<file path="src/rtl/core/lcb_pkg.sv">
// Shared types, constants and the ghost direction table for the linked-cell binning unit.
package lcb_pkg;

  localparam int POS_W     = 32;
  localparam int DOM_W     = 31;
  localparam int CELL_W    = 7;
  localparam int MAX_CELLS = 64;
  localparam int NUM_W     = POS_W + CELL_W;
  localparam int Q_W       = 7;
  localparam int REM_W     = DOM_W + Q_W;
  localparam int BIN_STG   = Q_W + 2;
  localparam int IDX_W     = 19;
  localparam int NGHOST    = 26;
  localparam int GSEL_W    = $clog2(NGHOST);
  localparam int CFG_IDX_W = 3;
  localparam int CFG_DAT_W = 32;
  localparam int MODES_W   = 12;
  localparam logic [1:0] MODE_PERIODIC = 2'd2;

  typedef enum logic [CFG_IDX_W-1:0] {
    CFG_DOMAIN_X = 3'd0,
    CFG_DOMAIN_Y = 3'd1,
    CFG_DOMAIN_Z = 3'd2,
    CFG_CELLS_X  = 3'd3,
    CFG_CELLS_Y  = 3'd4,
    CFG_CELLS_Z  = 3'd5,
    CFG_MODES    = 3'd6
  } cfg_idx_t;

  typedef enum logic [1:0] {
    CLASS_INNER    = 2'd0,
    CLASS_BOUNDARY = 2'd1,
    CLASS_HALO     = 2'd2
  } cls_t;

  typedef enum logic [1:0] {
    ST_HOME  = 2'd0,
    ST_GHOST = 2'd1,
    ST_DROP  = 2'd2,
    ST_ERROR = 2'd3
  } status_t;

  typedef enum logic [1:0] {
    DIR_NONE  = 2'd0,
    DIR_PLUS  = 2'd1,
    DIR_MINUS = 2'd2
  } dir_t;

  // Effective per-axis setup derived from the registers.
  typedef struct packed {
    logic [CELL_W-1:0] n;
    logic [DOM_W-1:0]  d;
    logic              lo_per;
    logic              hi_per;
  } axis_cfg_t;

  // One axis of a classified particle. q is the padded cell coordinate (cell + 1).
  typedef struct packed {
    logic signed [POS_W-1:0] pos;
    logic [Q_W-1:0]          q;
    logic                    plus_ok;
    logic                    minus_ok;
  } axis_ent_t;

  typedef struct packed {
    status_t              status;
    cls_t                 cls;
    axis_ent_t [2:0]      ax;
  } item_t;

  // Sides first, then edges, then corners.
  localparam dir_t GHOST_DIRS [NGHOST][3] = '{
    '{DIR_PLUS,  DIR_NONE,  DIR_NONE }, '{DIR_MINUS, DIR_NONE,  DIR_NONE },
    '{DIR_NONE,  DIR_PLUS,  DIR_NONE }, '{DIR_NONE,  DIR_MINUS, DIR_NONE },
    '{DIR_NONE,  DIR_NONE,  DIR_PLUS }, '{DIR_NONE,  DIR_NONE,  DIR_MINUS},
    '{DIR_PLUS,  DIR_PLUS,  DIR_NONE }, '{DIR_PLUS,  DIR_MINUS, DIR_NONE },
    '{DIR_MINUS, DIR_PLUS,  DIR_NONE }, '{DIR_MINUS, DIR_MINUS, DIR_NONE },
    '{DIR_PLUS,  DIR_NONE,  DIR_PLUS }, '{DIR_PLUS,  DIR_NONE,  DIR_MINUS},
    '{DIR_MINUS, DIR_NONE,  DIR_PLUS }, '{DIR_MINUS, DIR_NONE,  DIR_MINUS},
    '{DIR_NONE,  DIR_PLUS,  DIR_PLUS }, '{DIR_NONE,  DIR_PLUS,  DIR_MINUS},
    '{DIR_NONE,  DIR_MINUS, DIR_PLUS }, '{DIR_NONE,  DIR_MINUS, DIR_MINUS},
    '{DIR_PLUS,  DIR_PLUS,  DIR_PLUS }, '{DIR_PLUS,  DIR_PLUS,  DIR_MINUS},
    '{DIR_PLUS,  DIR_MINUS, DIR_PLUS }, '{DIR_PLUS,  DIR_MINUS, DIR_MINUS},
    '{DIR_MINUS, DIR_PLUS,  DIR_PLUS }, '{DIR_MINUS, DIR_PLUS,  DIR_MINUS},
    '{DIR_MINUS, DIR_MINUS, DIR_PLUS }, '{DIR_MINUS, DIR_MINUS, DIR_MINUS}
  };

endpackage

</file>
<file path="src/rtl/core/lcb_fifo.sv">
// Small queue of classified words between the front and back ends.
module lcb_fifo #(
  parameter int DEPTH = 4
) (
  input  logic           clk,
  input  logic           rst_n,
  input  logic           push,
  input  lcb_pkg::item_t din,
  output logic           full,
  input  logic           pop,
  output logic           empty,
  output lcb_pkg::item_t dout
);
  import lcb_pkg::*;

  localparam int AW = (DEPTH > 1) ? $clog2(DEPTH) : 1;

  item_t          mem_r [DEPTH];
  logic [AW-1:0]  wp_r, rp_r;
  logic [AW:0]    cnt_r;

  assign full  = (cnt_r == (AW+1)'(DEPTH));
  assign empty = (cnt_r == '0);
  assign dout  = mem_r[rp_r];

  always_ff @(posedge clk) begin
    if (push) mem_r[wp_r] <= din;
  end

  always_ff @(posedge clk) begin
    if (!rst_n) begin
      wp_r  <= '0;
      rp_r  <= '0;
      cnt_r <= '0;
    end else begin
      if (push) wp_r <= (wp_r == AW'(DEPTH-1)) ? '0 : wp_r + AW'(1);
      if (pop)  rp_r <= (rp_r == AW'(DEPTH-1)) ? '0 : rp_r + AW'(1);
      if (push && !pop)      cnt_r <= cnt_r + (AW+1)'(1);
      else if (pop && !push) cnt_r <= cnt_r - (AW+1)'(1);
    end
  end

endmodule

</file>
<file path="config.mk">
export PLATFORM = sky130hd
export DESIGN_NAME = lcb_fifo
export DESIGN_NICKNAME = d
export VERILOG_FILES = /design/src/rtl/core/lcb_pkg.sv /design/src/rtl/core/lcb_fifo.sv
export SDC_FILE = /design/constraint.sdc
export NUM_CORES = 1
export LEC_CHECK = 0
export ABC_AREA = 1
export BUFFER_PORTS_ARGS = -buffer_cell sky130_fd_sc_hd__buf_2
export CAP_MARGIN = 25
export CORE_MARGIN = 2
export CORE_UTILIZATION = 31
export CTS_CLUSTER_SIZE = 28
export DETAILED_ROUTE_END_ITERATION = 7
export PLACE_DENSITY = 0.51
export RECOVER_POWER = 25
export SYNTH_ARGS = -nofsm -noshare
export SYNTH_HDL_FRONTEND = slang
export SYNTH_SLANG_ARGS = --single-unit
</file>
<file path="constraint.sdc">
create_clock -name clk -period 7.08 [get_ports clk]
set_clock_uncertainty 0.1 [all_clocks]
set_input_delay 0.354 -clock clk [delete_from_list [all_inputs] [get_ports clk]]
set_output_delay 0.354 -clock clk [all_outputs]
set_load 0.1 [all_outputs]
</file>
==> flow_summary.json <==
{
  "worstPathArrival_ns": 3.49,
  "clockBufferDepth": 3,
  "drv_slew": 0,
  "yosys_warnings": 0,
  "hp-class": "input pin to flop",
  "total_leakage_power_nw": 8.15,
  "clk_pin_slew_ns": 0.06,
  "die_y_um": 252,
  "syn_nets": 1425,
  "setup_tns_ns": 0,
  "worstMarginPinSlew_ns": 0.962,
  "grt.overflow.total": 0,
  "area_delta_synth_final_pct": 25.6,
  "hpwl_um": 23800,
  "io_buffers": 259,
  "whs_ns": 0.0349,
  "grt_pass1_wl_um": 69500,
  "required_ns": 6.63,
  "post-cts-setup-buffers": 0,
  "status": "finished clean",
  "fin_crit_ns": 3.94,
  "cts.sinks": 517,
  "cts_root_buf": "clkbuf_16",
  "start_kind": "flop",
  "finalWirelength_um": 45600,
  "dr.first_iter.drc_count": 696,
  "pin_count": 260,
  "post-place-ws_ns": 3.75,
  "post-route-drc-count": 0,
  "vias_per_cell": 4.73,
  "synth_area_um2": 19100,
  "die_area_um2": 63700,
  "initial_core_util_pct": 31.2,
  "grt.total_usage_pct": 14.1,
  "timing_worst_setup_path_type": "flop to primary output",
  "ys_ff_latch": 517,
  "async_flop_share_pct": 0,
  "wl_per_cell_um": 18.3,
  "clk_latency_ns": 0.59,
  "powerDensity_nw_per_um2": 319,
  "synth_cell_types": 22,
  "power_mw": 7.67,
  "cts_buffers": 55,
  "ys.flop_type": "edfxtp_1",
  "min_period_over_period_pct": 55.6,
  "core_um2": 61400,
  "hp-start": "pop",
  "layout-drive-gt1-share_pct": 15.9,
  "finish.utilization_pct": 39.1,
  "num_vias": 11800,
  "path_max_fanout": 88,
  "rr_worst_depth": 4,
  "htreeDepth": 2,
  "ir_drop_uv": 235,
  "timing.rr.start": "wp_r[0]",
  "rr_endpoint": "mem_r[3][45]",
  "grt_antenna_before_repair": 3,
  "grt_pass1_vias": 11900,
  "finalWorstSetupSlack_ns": 3.14,
  "synth_cells": 1287,
  "cts_tree": "built",
  "r2r_slack_ns": 4.38,
  "rows": 91,
  "synth_enable_flop_cells": 508,
  "max-cap-violations": 0,
  "finalSetupViolations": 0,
  "avgSynthCellArea_um2": 14.9,
  "grt_max_degree": 135,
  "rsz0062_at_grt": "false",
  "die_w_um": 252,
  "dr.pass1.iters": 4,
  "fin_nets": 1798,
  "gp_congestion": 0.718,
  "cp-end-kind": "primary output",
  "final-hold-violation-count": 0,
  "slew_headroom_pct": 35.8,
  "drtAntennaViolNets": 0,
  "ys_seq_area_share_pct": 80.7,
  "fmax_mhz": 254,
  "worstHoldPathCells": 3
}
final cells by class:
class | count | area, um2
diodes | 1 | 2.50
clock buffers | 76 | 1500
clock inverters | 25 | 174
fillers | 5751 | 37300
inverters | 16 | 90.1
multi-input cells | 671 | 3240
flip-flops and latches | 517 | 15400
well taps | 790 | 988
repair buffers | 399 | 2590
state kept, by name (all words and copies together), names as in the netlist, named ones only:
name,flops
cnt_r,3
mem_r,508
rp_r,2
wp_r,2
synthesized netlist by cell type (all sizes together), types with 3 or more instances:
| library cell | instances | area (um2) |
|---|---|---|
| edfxtp | 508 | 15300 |
| o21ai | 257 | 1290 |
| ha | 6 | 75.1 |
| nand2 | 8 | 30.0 |
| dfxtp | 9 | 180 |
| inv | 15 | 56.3 |
| nor3 | 4 | 20.0 |
| clkbuf | 56 | 211 |
| o22ai | 127 | 795 |
| nor2 | 262 | 983 |
| a21oi | 3 | 15.0 |
| buf | 27 | 176 |
placed cells by master (no fill, tap or decap):
cell           Yosys  routed
nand3_1            1       1
clkinv_1           1      12
clkinv_4           0       3
dfxtp_1            9       7
edfxtp_1         508     508
a21oi_1            3       3
clkinvlp_4         0       1
bufinv_16          0       2
nor2_1           262     262
clkbuf_1          55      96
o21ai_0          252     252
clkinv_2           0       7
dlygate4sd3_1      0     129
nand2_1            8       8
clkbuf_16          0      57
xor2_1             1       1
buf_4              9      10
ha_1               6       6
dfxtp_4            0       2
buf_2             15     182
diode_2            0       1
o21ai_1            5       5
fa_1               1       1
buf_12             0       1
nor3_1             4       4
nand4_1            1       1
inv_6              0       6
o22ai_1          127     127
inv_1             14      10
worst max-delay path, cell delays in order (launching register included):
cell and delay, ns:
dfxtp_4 0.37, buf_4 0.72, buf_4 0.79, o21ai_0 0.22, o22ai_1 0.24, buf_2 0.47
stage by stage:
step	instances	cell area, um2
after floorplan	1287	19100
after global placement	2264	21200
after detailed placement	2264	21200
after CTS	2494	24100
after global routing	2495	24000
final	2495	24000
metal layers:
metal	vias up	global-route usage [%]	share of wire, %
li1	5618	-	-
met1	5850	18.1	43
met2	277	23.5	49
met3	64	3.84	6.3
met4	2	3.55	1.9
met5	-	0	0.024
power breakdown:
part	internal (mW)	total [mW]	switching, mW
combinational	0.238	1.45	1.22
clock	1.54	2.68	1.14
sequential	3.50	3.53	0.0281
total	5.28	7.67	2.38
worst max-delay path by stage:
stage	endpoint	slack [ns]	depth (start not counted)
final	dout[36]	3.14	5
after global routing	dout[122]	2.81	5
after CTS	dout[36]	3.09	5
after global placement	dout[36]	3.80	5
after floorplan	mem_r[3][0]	3.46	3
after detailed placement	dout[36]	3.75	5
kinds of logic (layout without fill, tap and decap cells):
group / after synthesis / in the layout / synth area share, %
flops: 517 / 517 / 80.7
compound gates: 387 / 387 / 11.0
simple gates: 276 / 276 / 5.46
buf+inv: 99 / 516 / 2.34
fa+ha+maj: 7 / 7 / 0.497
xor+xnor: 1 / 1 / 0.0458
other cells: 0 / 1 / 0
what timing repair did:
action                                  in CTS  in global routing
hold endpoints to repair                   517                  0
gates resized for setup                      0                  0
hold buffers                               129                  0
endpoints found under the setup margin       0                  0
No activity file was read; power rests on OpenSTA's default activity.
