===== config.mk =====
export PLATFORM = sky130hd
export DESIGN_NAME = lcb_back
export DESIGN_NICKNAME = d
export VERILOG_FILES = /design/src/rtl/core/lcb_pkg.sv /design/src/rtl/core/lcb_back.sv
export SDC_FILE = /design/constraint.sdc
export NUM_CORES = 1
export LEC_CHECK = 0
export BUFFER_PORTS_ARGS = -buffer_cell sky130_fd_sc_hd__buf_4
export CAP_MARGIN = 40
export CORE_ASPECT_RATIO = 1.5
export CORE_MARGIN = 2
export CORE_UTILIZATION = 60
export DETAILED_ROUTE_END_ITERATION = 10
export PLACE_DENSITY = 0.95
export SYNTH_ARGS = -nofsm -noshare
export SYNTH_HDL_FRONTEND = slang
export SYNTH_SLANG_ARGS = --single-unit

===== constraint.sdc =====
create_clock -name clk -period 11 [get_ports clk]
set_input_delay 0.55 -clock clk [delete_from_list [all_inputs] [get_ports clk]]
set_output_delay 0.55 -clock clk [all_outputs]
set_load 0.03 [all_outputs]

===== src/rtl/core/lcb_pkg.sv =====
// Shared types, constants and the ghost direction table for the linked-cell binning unit.
package lcb_pkg;

  localparam int POS_W     = 32;
  localparam int DOM_W     = 31;
  localparam int CELL_W    = 7;
  localparam int MAX_CELLS = 64;
  localparam int NUM_W     = POS_W + CELL_W;
  localparam int Q_W       = 7;
  localparam int REM_W     = DOM_W + Q_W;
  localparam int BIN_STG   = Q_W + 2;
  localparam int IDX_W     = 19;
  localparam int NGHOST    = 26;
  localparam int GSEL_W    = $clog2(NGHOST);
  localparam int CFG_IDX_W = 3;
  localparam int CFG_DAT_W = 32;
  localparam int MODES_W   = 12;
  localparam logic [1:0] MODE_PERIODIC = 2'd2;

  typedef enum logic [CFG_IDX_W-1:0] {
    CFG_DOMAIN_X = 3'd0,
    CFG_DOMAIN_Y = 3'd1,
    CFG_DOMAIN_Z = 3'd2,
    CFG_CELLS_X  = 3'd3,
    CFG_CELLS_Y  = 3'd4,
    CFG_CELLS_Z  = 3'd5,
    CFG_MODES    = 3'd6
  } cfg_idx_t;

  typedef enum logic [1:0] {
    CLASS_INNER    = 2'd0,
    CLASS_BOUNDARY = 2'd1,
    CLASS_HALO     = 2'd2
  } cls_t;

  typedef enum logic [1:0] {
    ST_HOME  = 2'd0,
    ST_GHOST = 2'd1,
    ST_DROP  = 2'd2,
    ST_ERROR = 2'd3
  } status_t;

  typedef enum logic [1:0] {
    DIR_NONE  = 2'd0,
    DIR_PLUS  = 2'd1,
    DIR_MINUS = 2'd2
  } dir_t;

  // Effective per-axis setup derived from the registers.
  typedef struct packed {
    logic [CELL_W-1:0] n;
    logic [DOM_W-1:0]  d;
    logic              lo_per;
    logic              hi_per;
  } axis_cfg_t;

  // One axis of a classified particle. q is the padded cell coordinate (cell + 1).
  typedef struct packed {
    logic signed [POS_W-1:0] pos;
    logic [Q_W-1:0]          q;
    logic                    plus_ok;
    logic                    minus_ok;
  } axis_ent_t;

  typedef struct packed {
    status_t              status;
    cls_t                 cls;
    axis_ent_t [2:0]      ax;
  } item_t;

  // Sides first, then edges, then corners.
  localparam dir_t GHOST_DIRS [NGHOST][3] = '{
    '{DIR_PLUS,  DIR_NONE,  DIR_NONE }, '{DIR_MINUS, DIR_NONE,  DIR_NONE },
    '{DIR_NONE,  DIR_PLUS,  DIR_NONE }, '{DIR_NONE,  DIR_MINUS, DIR_NONE },
    '{DIR_NONE,  DIR_NONE,  DIR_PLUS }, '{DIR_NONE,  DIR_NONE,  DIR_MINUS},
    '{DIR_PLUS,  DIR_PLUS,  DIR_NONE }, '{DIR_PLUS,  DIR_MINUS, DIR_NONE },
    '{DIR_MINUS, DIR_PLUS,  DIR_NONE }, '{DIR_MINUS, DIR_MINUS, DIR_NONE },
    '{DIR_PLUS,  DIR_NONE,  DIR_PLUS }, '{DIR_PLUS,  DIR_NONE,  DIR_MINUS},
    '{DIR_MINUS, DIR_NONE,  DIR_PLUS }, '{DIR_MINUS, DIR_NONE,  DIR_MINUS},
    '{DIR_NONE,  DIR_PLUS,  DIR_PLUS }, '{DIR_NONE,  DIR_PLUS,  DIR_MINUS},
    '{DIR_NONE,  DIR_MINUS, DIR_PLUS }, '{DIR_NONE,  DIR_MINUS, DIR_MINUS},
    '{DIR_PLUS,  DIR_PLUS,  DIR_PLUS }, '{DIR_PLUS,  DIR_PLUS,  DIR_MINUS},
    '{DIR_PLUS,  DIR_MINUS, DIR_PLUS }, '{DIR_PLUS,  DIR_MINUS, DIR_MINUS},
    '{DIR_MINUS, DIR_PLUS,  DIR_PLUS }, '{DIR_MINUS, DIR_PLUS,  DIR_MINUS},
    '{DIR_MINUS, DIR_MINUS, DIR_PLUS }, '{DIR_MINUS, DIR_MINUS, DIR_MINUS}
  };

endpackage


===== src/rtl/core/lcb_back.sv =====
// Back end: puts each word in the output register, then a home word's periodic ghost images.
module lcb_back (
  input  logic                             clk,
  input  logic                             rst_n,
  input  lcb_pkg::item_t                   head,
  input  logic                             head_valid,
  output logic                             pop,
  input  lcb_pkg::axis_cfg_t [2:0]         cfg,
  output logic                             out_valid,
  input  logic                             out_ready,
  output logic signed [lcb_pkg::POS_W-1:0] out_x,
  output logic signed [lcb_pkg::POS_W-1:0] out_y,
  output logic signed [lcb_pkg::POS_W-1:0] out_z,
  output logic [lcb_pkg::IDX_W-1:0]        out_bin_index,
  output logic [1:0]                       out_cell_class,
  output logic [1:0]                       out_status,
  output logic                             out_last
);
  import lcb_pkg::*;

  localparam int SW = 2 * (CELL_W + 1);

  logic                    out_valid_r, last_r, busy_r;
  logic signed [POS_W-1:0] px_r, py_r, pz_r;
  logic [IDX_W-1:0]        idx_r;
  cls_t                    cls_r;
  status_t                 st_r;
  logic [NGHOST-1:0]       rem_r, mask, rem_nxt;
  logic [SW-1:0]           plane_r;
  logic [GSEL_W-1:0]       sel;
  logic                    load, fire, last_nxt;
  logic signed [POS_W-1:0] gpos [3];
  logic [Q_W-1:0]          gq   [3];
  cls_t                    cls_nxt;
  status_t                 st_nxt;
  logic [IDX_W-1:0]        idx_nxt;

  function automatic logic signed [POS_W-1:0] sat_shift(logic signed [POS_W-1:0] p,
                                                        logic [DOM_W-1:0] d, logic sub);
    logic signed [POS_W:0] s;
    s = sub ? ((POS_W+1)'(p) - $signed((POS_W+1)'(d)))
            : ((POS_W+1)'(p) + $signed((POS_W+1)'(d)));
    if (s[POS_W] != s[POS_W-1]) return s[POS_W] ? {1'b1, {(POS_W-1){1'b0}}}
                                                : {1'b0, {(POS_W-1){1'b1}}};
    return s[POS_W-1:0];
  endfunction

  // Size of one x plane of the padded grid, kept in a register.
  always_ff @(posedge clk) begin
    plane_r <= SW'((CELL_W+1)'(cfg[1].n) + (CELL_W+1)'(2))
             * SW'((CELL_W+1)'(cfg[2].n) + (CELL_W+1)'(2));
  end

  always_comb begin
    for (int k = 0; k < NGHOST; k++) begin
      mask[k] = 1'b1;
      for (int a = 0; a < 3; a++) begin
        if (GHOST_DIRS[k][a] == DIR_PLUS  && !head.ax[a].plus_ok)  mask[k] = 1'b0;
        if (GHOST_DIRS[k][a] == DIR_MINUS && !head.ax[a].minus_ok) mask[k] = 1'b0;
      end
    end
    if (head.status != ST_HOME) mask = '0;
  end

  always_comb begin
    sel = '0;
    for (int k = NGHOST-1; k >= 0; k--) begin
      if (rem_r[k]) sel = GSEL_W'(k);
    end
    rem_nxt = rem_r & ~(NGHOST'(1) << sel);
  end

  always_comb begin
    for (int a = 0; a < 3; a++) begin
      gpos[a] = head.ax[a].pos;
      gq[a]   = head.ax[a].q;
      if (busy_r) begin
        unique case (GHOST_DIRS[sel][a])
          DIR_PLUS: begin
            gpos[a] = sat_shift(head.ax[a].pos, cfg[a].d, 1'b0);
            gq[a]   = Q_W'(cfg[a].n) + Q_W'(1);
          end
          DIR_MINUS: begin
            gpos[a] = sat_shift(head.ax[a].pos, cfg[a].d, 1'b1);
            gq[a]   = '0;
          end
          default: begin
            gpos[a] = head.ax[a].pos;
            gq[a]   = head.ax[a].q;
          end
        endcase
      end
    end
    // Products are formed at the full index width so the largest grid does not wrap.
    idx_nxt = IDX_W'(gq[0]) * IDX_W'(plane_r)
            + IDX_W'(gq[1]) * IDX_W'((CELL_W+1)'(cfg[2].n) + (CELL_W+1)'(2))
            + IDX_W'(gq[2]);
    if (busy_r) begin
      cls_nxt  = CLASS_HALO;
      st_nxt   = ST_GHOST;
      last_nxt = (rem_nxt == '0);
    end else begin
      cls_nxt  = head.cls;
      st_nxt   = head.status;
      last_nxt = (mask == '0);
    end
  end

  assign load = !out_valid_r || out_ready;
  assign fire = head_valid && load;
  assign pop  = fire && last_nxt;

  always_ff @(posedge clk) begin
    if (!rst_n) begin
      out_valid_r <= 1'b0;
      busy_r      <= 1'b0;
      rem_r       <= '0;
    end else begin
      if (load) out_valid_r <= head_valid;
      if (fire) begin
        if (!busy_r) begin
          busy_r <= !last_nxt;
          rem_r  <= mask;
        end else begin
          busy_r <= !last_nxt;
          rem_r  <= rem_nxt;
        end
      end
    end
  end

  always_ff @(posedge clk) begin
    if (fire) begin
      px_r   <= gpos[0];
      py_r   <= gpos[1];
      pz_r   <= gpos[2];
      idx_r  <= idx_nxt;
      cls_r  <= cls_nxt;
      st_r   <= st_nxt;
      last_r <= last_nxt;
    end
  end

  assign out_valid      = out_valid_r;
  assign out_x          = px_r;
  assign out_y          = py_r;
  assign out_z          = pz_r;
  assign out_bin_index  = idx_r;
  assign out_cell_class = cls_r;
  assign out_status     = st_r;
  assign out_last       = last_r;

endmodule


==> flow_metrics.py <==
metrics = {
    "outcome": {
        "status": "completed",
    },
    "job": {
        "max_cap_violations": 0,
    },
    "setup_path": {
        "path_max_fanout": 8,
        "path_common_cell": "fa_1",
        "cp_slowest_cell": "o41ai_1",
        "worstReg2RegEnd": "out_bin_index[18]",
        "r2r-start": "rem_r[24]",
        "critPathArrivalTime_ns": 9.91,
        "cp.required_ns": 11.19,
        "ff2ff_path_depth": 32,
        "r2r_slack_ns": 1.28,
        "critPathMaxStageDelay_ns": 0.81,
        "end_kind": "flop",
        "critPathKind": "reg -> reg",
        "crit_path_start_kind": "flop",
    },
    "logic_synthesis": {
        "yosys_warnings": 0,
        "ys_seq_area_frac": 0.166,
        "synthSimpleGateAreaFrac": 0.196,
        "synth_compound_area_frac": 0.214,
        "synthMuxAreaShare": 0.000742,
        "synth-adder-area-share": 0.267,
        "syn_area_per_cell_um2": 7.86,
        "synth_ff_type": "edfxtp_1",
        "synth_xor_area_frac": 0.0682,
        "synth_cell_type_count": 91,
        "ys_top_cells_by_area": "ha_1 14%, edfxtp_1 13%, fa_1 12%, inv_1 6.4%, xnor2_1 5.4%",
        "ys_async_sr_fraction": 0,
        "synth_fp_nets": 4161,
        "ys_ff_latch": 164,
        "synth_edf_count": 120,
        "yosysTopAreaCell": "ha_1",
        "synthesis.area_mm2": 0.0270,
        "netlist_instances": 3433,
        "synth_top_family_by_area": "adder cells",
        "yosysTopAreaCellShare": 0.144,
    },
    "global_route": {
        "antenna_found_initial": 3,
        "grt_max_degree": 67,
        "grt_usage": 0.363,
        "first_global_vias": 27300,
        "grt_pass1_wl_um": 136000,
        "grt_overflow": 0,
    },
    "cells_and_area": {
        "post_route_cells_drive_above_1_share": 0.129,
        "design_area_mm2": 0.0308,
        "fin_nets": 4431,
        "synthToLayoutAreaGrowth_pct": 14.2,
    },
    "min_path": {
        "min_path_type": "in -> reg",
        "holdPathStages": 3,
        "whs_endpoint": "out_valid",
        "min_from": "head_valid",
    },
    "clock_tree": {
        "cts-root-buf": "clkbuf_16",
        "hold_buffers": 0,
        "clk_pin_slew_worst_paths_ns": 0.07,
        "max-clock-path-buffers": 2,
        "htree_levels": 4,
        "cts.sinks": 164,
        "cts_tree": "built",
        "insertion_delay_ns": 0.46,
        "numCtsBuffers": 17,
        "cts_resized": 0,
        "postCtsSetupRepairBufs": 0,
    },
    "detailed_routing": {
        "first_pass_iters": 8,
        "routed_wl_um": 86200,
        "drc": 0,
        "postRouteAntennaNets": 0,
        "drt_iter0_drc": 2532,
        "vias_per_cell": 6.29,
        "wl_met3_um": 6740,
        "detailroute.via_count": 27100,
        "wl_met1_um": 29500,
        "wl_per_cell_um": 20.0,
        "wl_met2_um": 43100,
        "highest_layer": "met4",
    },
    "floorplan": {
        "fp.dieW_um": 177,
        "coreArea_mm2": 0.0446,
        "row_count": 95,
        "fp.dieH_um": 264,
        "io-pin-count": 373,
        "die_area_mm2": 0.0467,
        "initial_core_util": 0.605,
    },
    "placement": {
        "place.gp.congestion": 1.03,
        "dpl.hpwl_um": 67100,
        "placed_cell_area_mm2": 0.0302,
        "port_buffers": 366,
    },
    "timing": {
        "rsz0062_at_grt": "no",
        "setup_viol": 0,
        "max_clock_freq_ghz": 0.103,
        "setup_tns_ns": 0,
        "post-route-period-util": 0.884,
        "fin_crit_ns": 9.72,
        "slew_headroom": 0.326,
        "clock_skew_ns": 0.0178,
        "tightest_slew_ns": 0.998,
        "slew_viol_final": 0,
        "final-hold-violation-count": 0,
    },
    "power": {
        "p_per_area_mw_per_mm2": 278,
        "max-vdd-ir-drop_v": 0.000611,
        "power.static_leakage_nw": 14.4,
    },
}
placed cells by master, fill, tap and decap left out, drive strengths merged, types with 91 or more instances in the layout:
cell,n
o21ai,220
ha,311
nor2,269
xnor2,166
inv,466
nor2b,91
edfxtp,120
buf,400
nand2,293
fa,166
and2,93
a21oi,212
worst max-delay path: cells and delay by family (launching register included):
kind / cells / cell delay [ns]
buf+inv: 4 / 0.23
fa+ha+maj: 8 / 3.52
compound gates: 13 / 3.88
flops: 1 / 0.50
simple gates: 6 / 1.18
xor+xnor: 1 / 0.16
worst max path at each step:
stage / from / end / slack (ns) / depth (start not counted)
after global placement: rem_r[22] / out_bin_index[18] / 1.69 / 36
final: rem_r[24] / out_bin_index[18] / 1.28 / 32
after global routing: rem_r[24] / out_bin_index[18] / 0.89 / 35
after CTS: rem_r[24] / out_bin_index[18] / 1.48 / 32
after detailed placement: rem_r[24] / out_bin_index[18] / 1.53 / 32
after floorplan: rem_r[10] / out_bin_index[18] / 2.19 / 36
synth_stat cells (all sizes together) (91+ instances only):
cell type and count:
inv 466, ha 311, nand2 293, nor2 269, o21ai 220, a21oi 212, fa 166, xnor2 166
edfxtp 120, clkbuf 109, and2 93, nor2b 91
stage by stage:
step | worst slack [ns] | total power [W] | std cells | utilization | hold slack, ns
finish | 1.28 | 0.00857 | 4301 | 0.691 | 0.346
global route | 0.887 | 0.00929 | 4301 | 0.691 | 0.333
CTS | 1.48 | 0.00846 | 4298 | 0.691 | 0.325
detailed placement | 1.53 | 0.00773 | 4266 | 0.677 | 0.533
global placement | 1.69 | 0.00727 | 4262 | 0.675 | 0.512
floorplan | 2.19 | 0.00605 | 3433 | - | 0.480
kinds of logic after synthesis:
group | after synthesis
AO/OA/AOI/OAI | 874
XOR/XNOR | 210
adder cells (fa/ha/maj) | 477
buffers and inverters | 616
flip-flops | 164
multiplexers | 2
AND/OR/NAND/NOR | 1090
where the power goes:
| group | switching, W | internal, W | total (W) | leakage (nW) |
|---|---|---|---|---|
| logic | 0.00392 | 0.00283 | 0.00675 | 12.6 |
| clock network | 0.000289 | 0.000393 | 0.000682 | 0.304 |
| registers | 0.0000833 | 0.00106 | 0.00115 | 1.52 |
| total | 0.00429 | 0.00428 | 0.00857 | 14.4 |
metal layers:
metal,up-vias,GRT usage
met5,-,0
met4,0,0.262
met3,456,0.0557
met2,1568,0.638
met1,12800,0.392
li1,12300,-
registers in the layout, indices dropped and copies added, names as in the netlist:
signal          flops
busy_r              1
out_x              32
out_cell_class      2
out_y              32
out_status          2
plane_r            16
rem_r              26
out_bin_index      19
out_z              32
out_valid           1
out_last            1
final cells by class:
type                    instances  area, um^2
diodes                          3        7.51
clock buffers                  20         457
clock inverters                12         179
fillers                      3483       13800
inverters                     467        1760
multi-input cells            2653       20200
flip-flops and latches        164        4480
well taps                     582         728
repair buffers                400        3040
(Power assumes the default switching activity.)
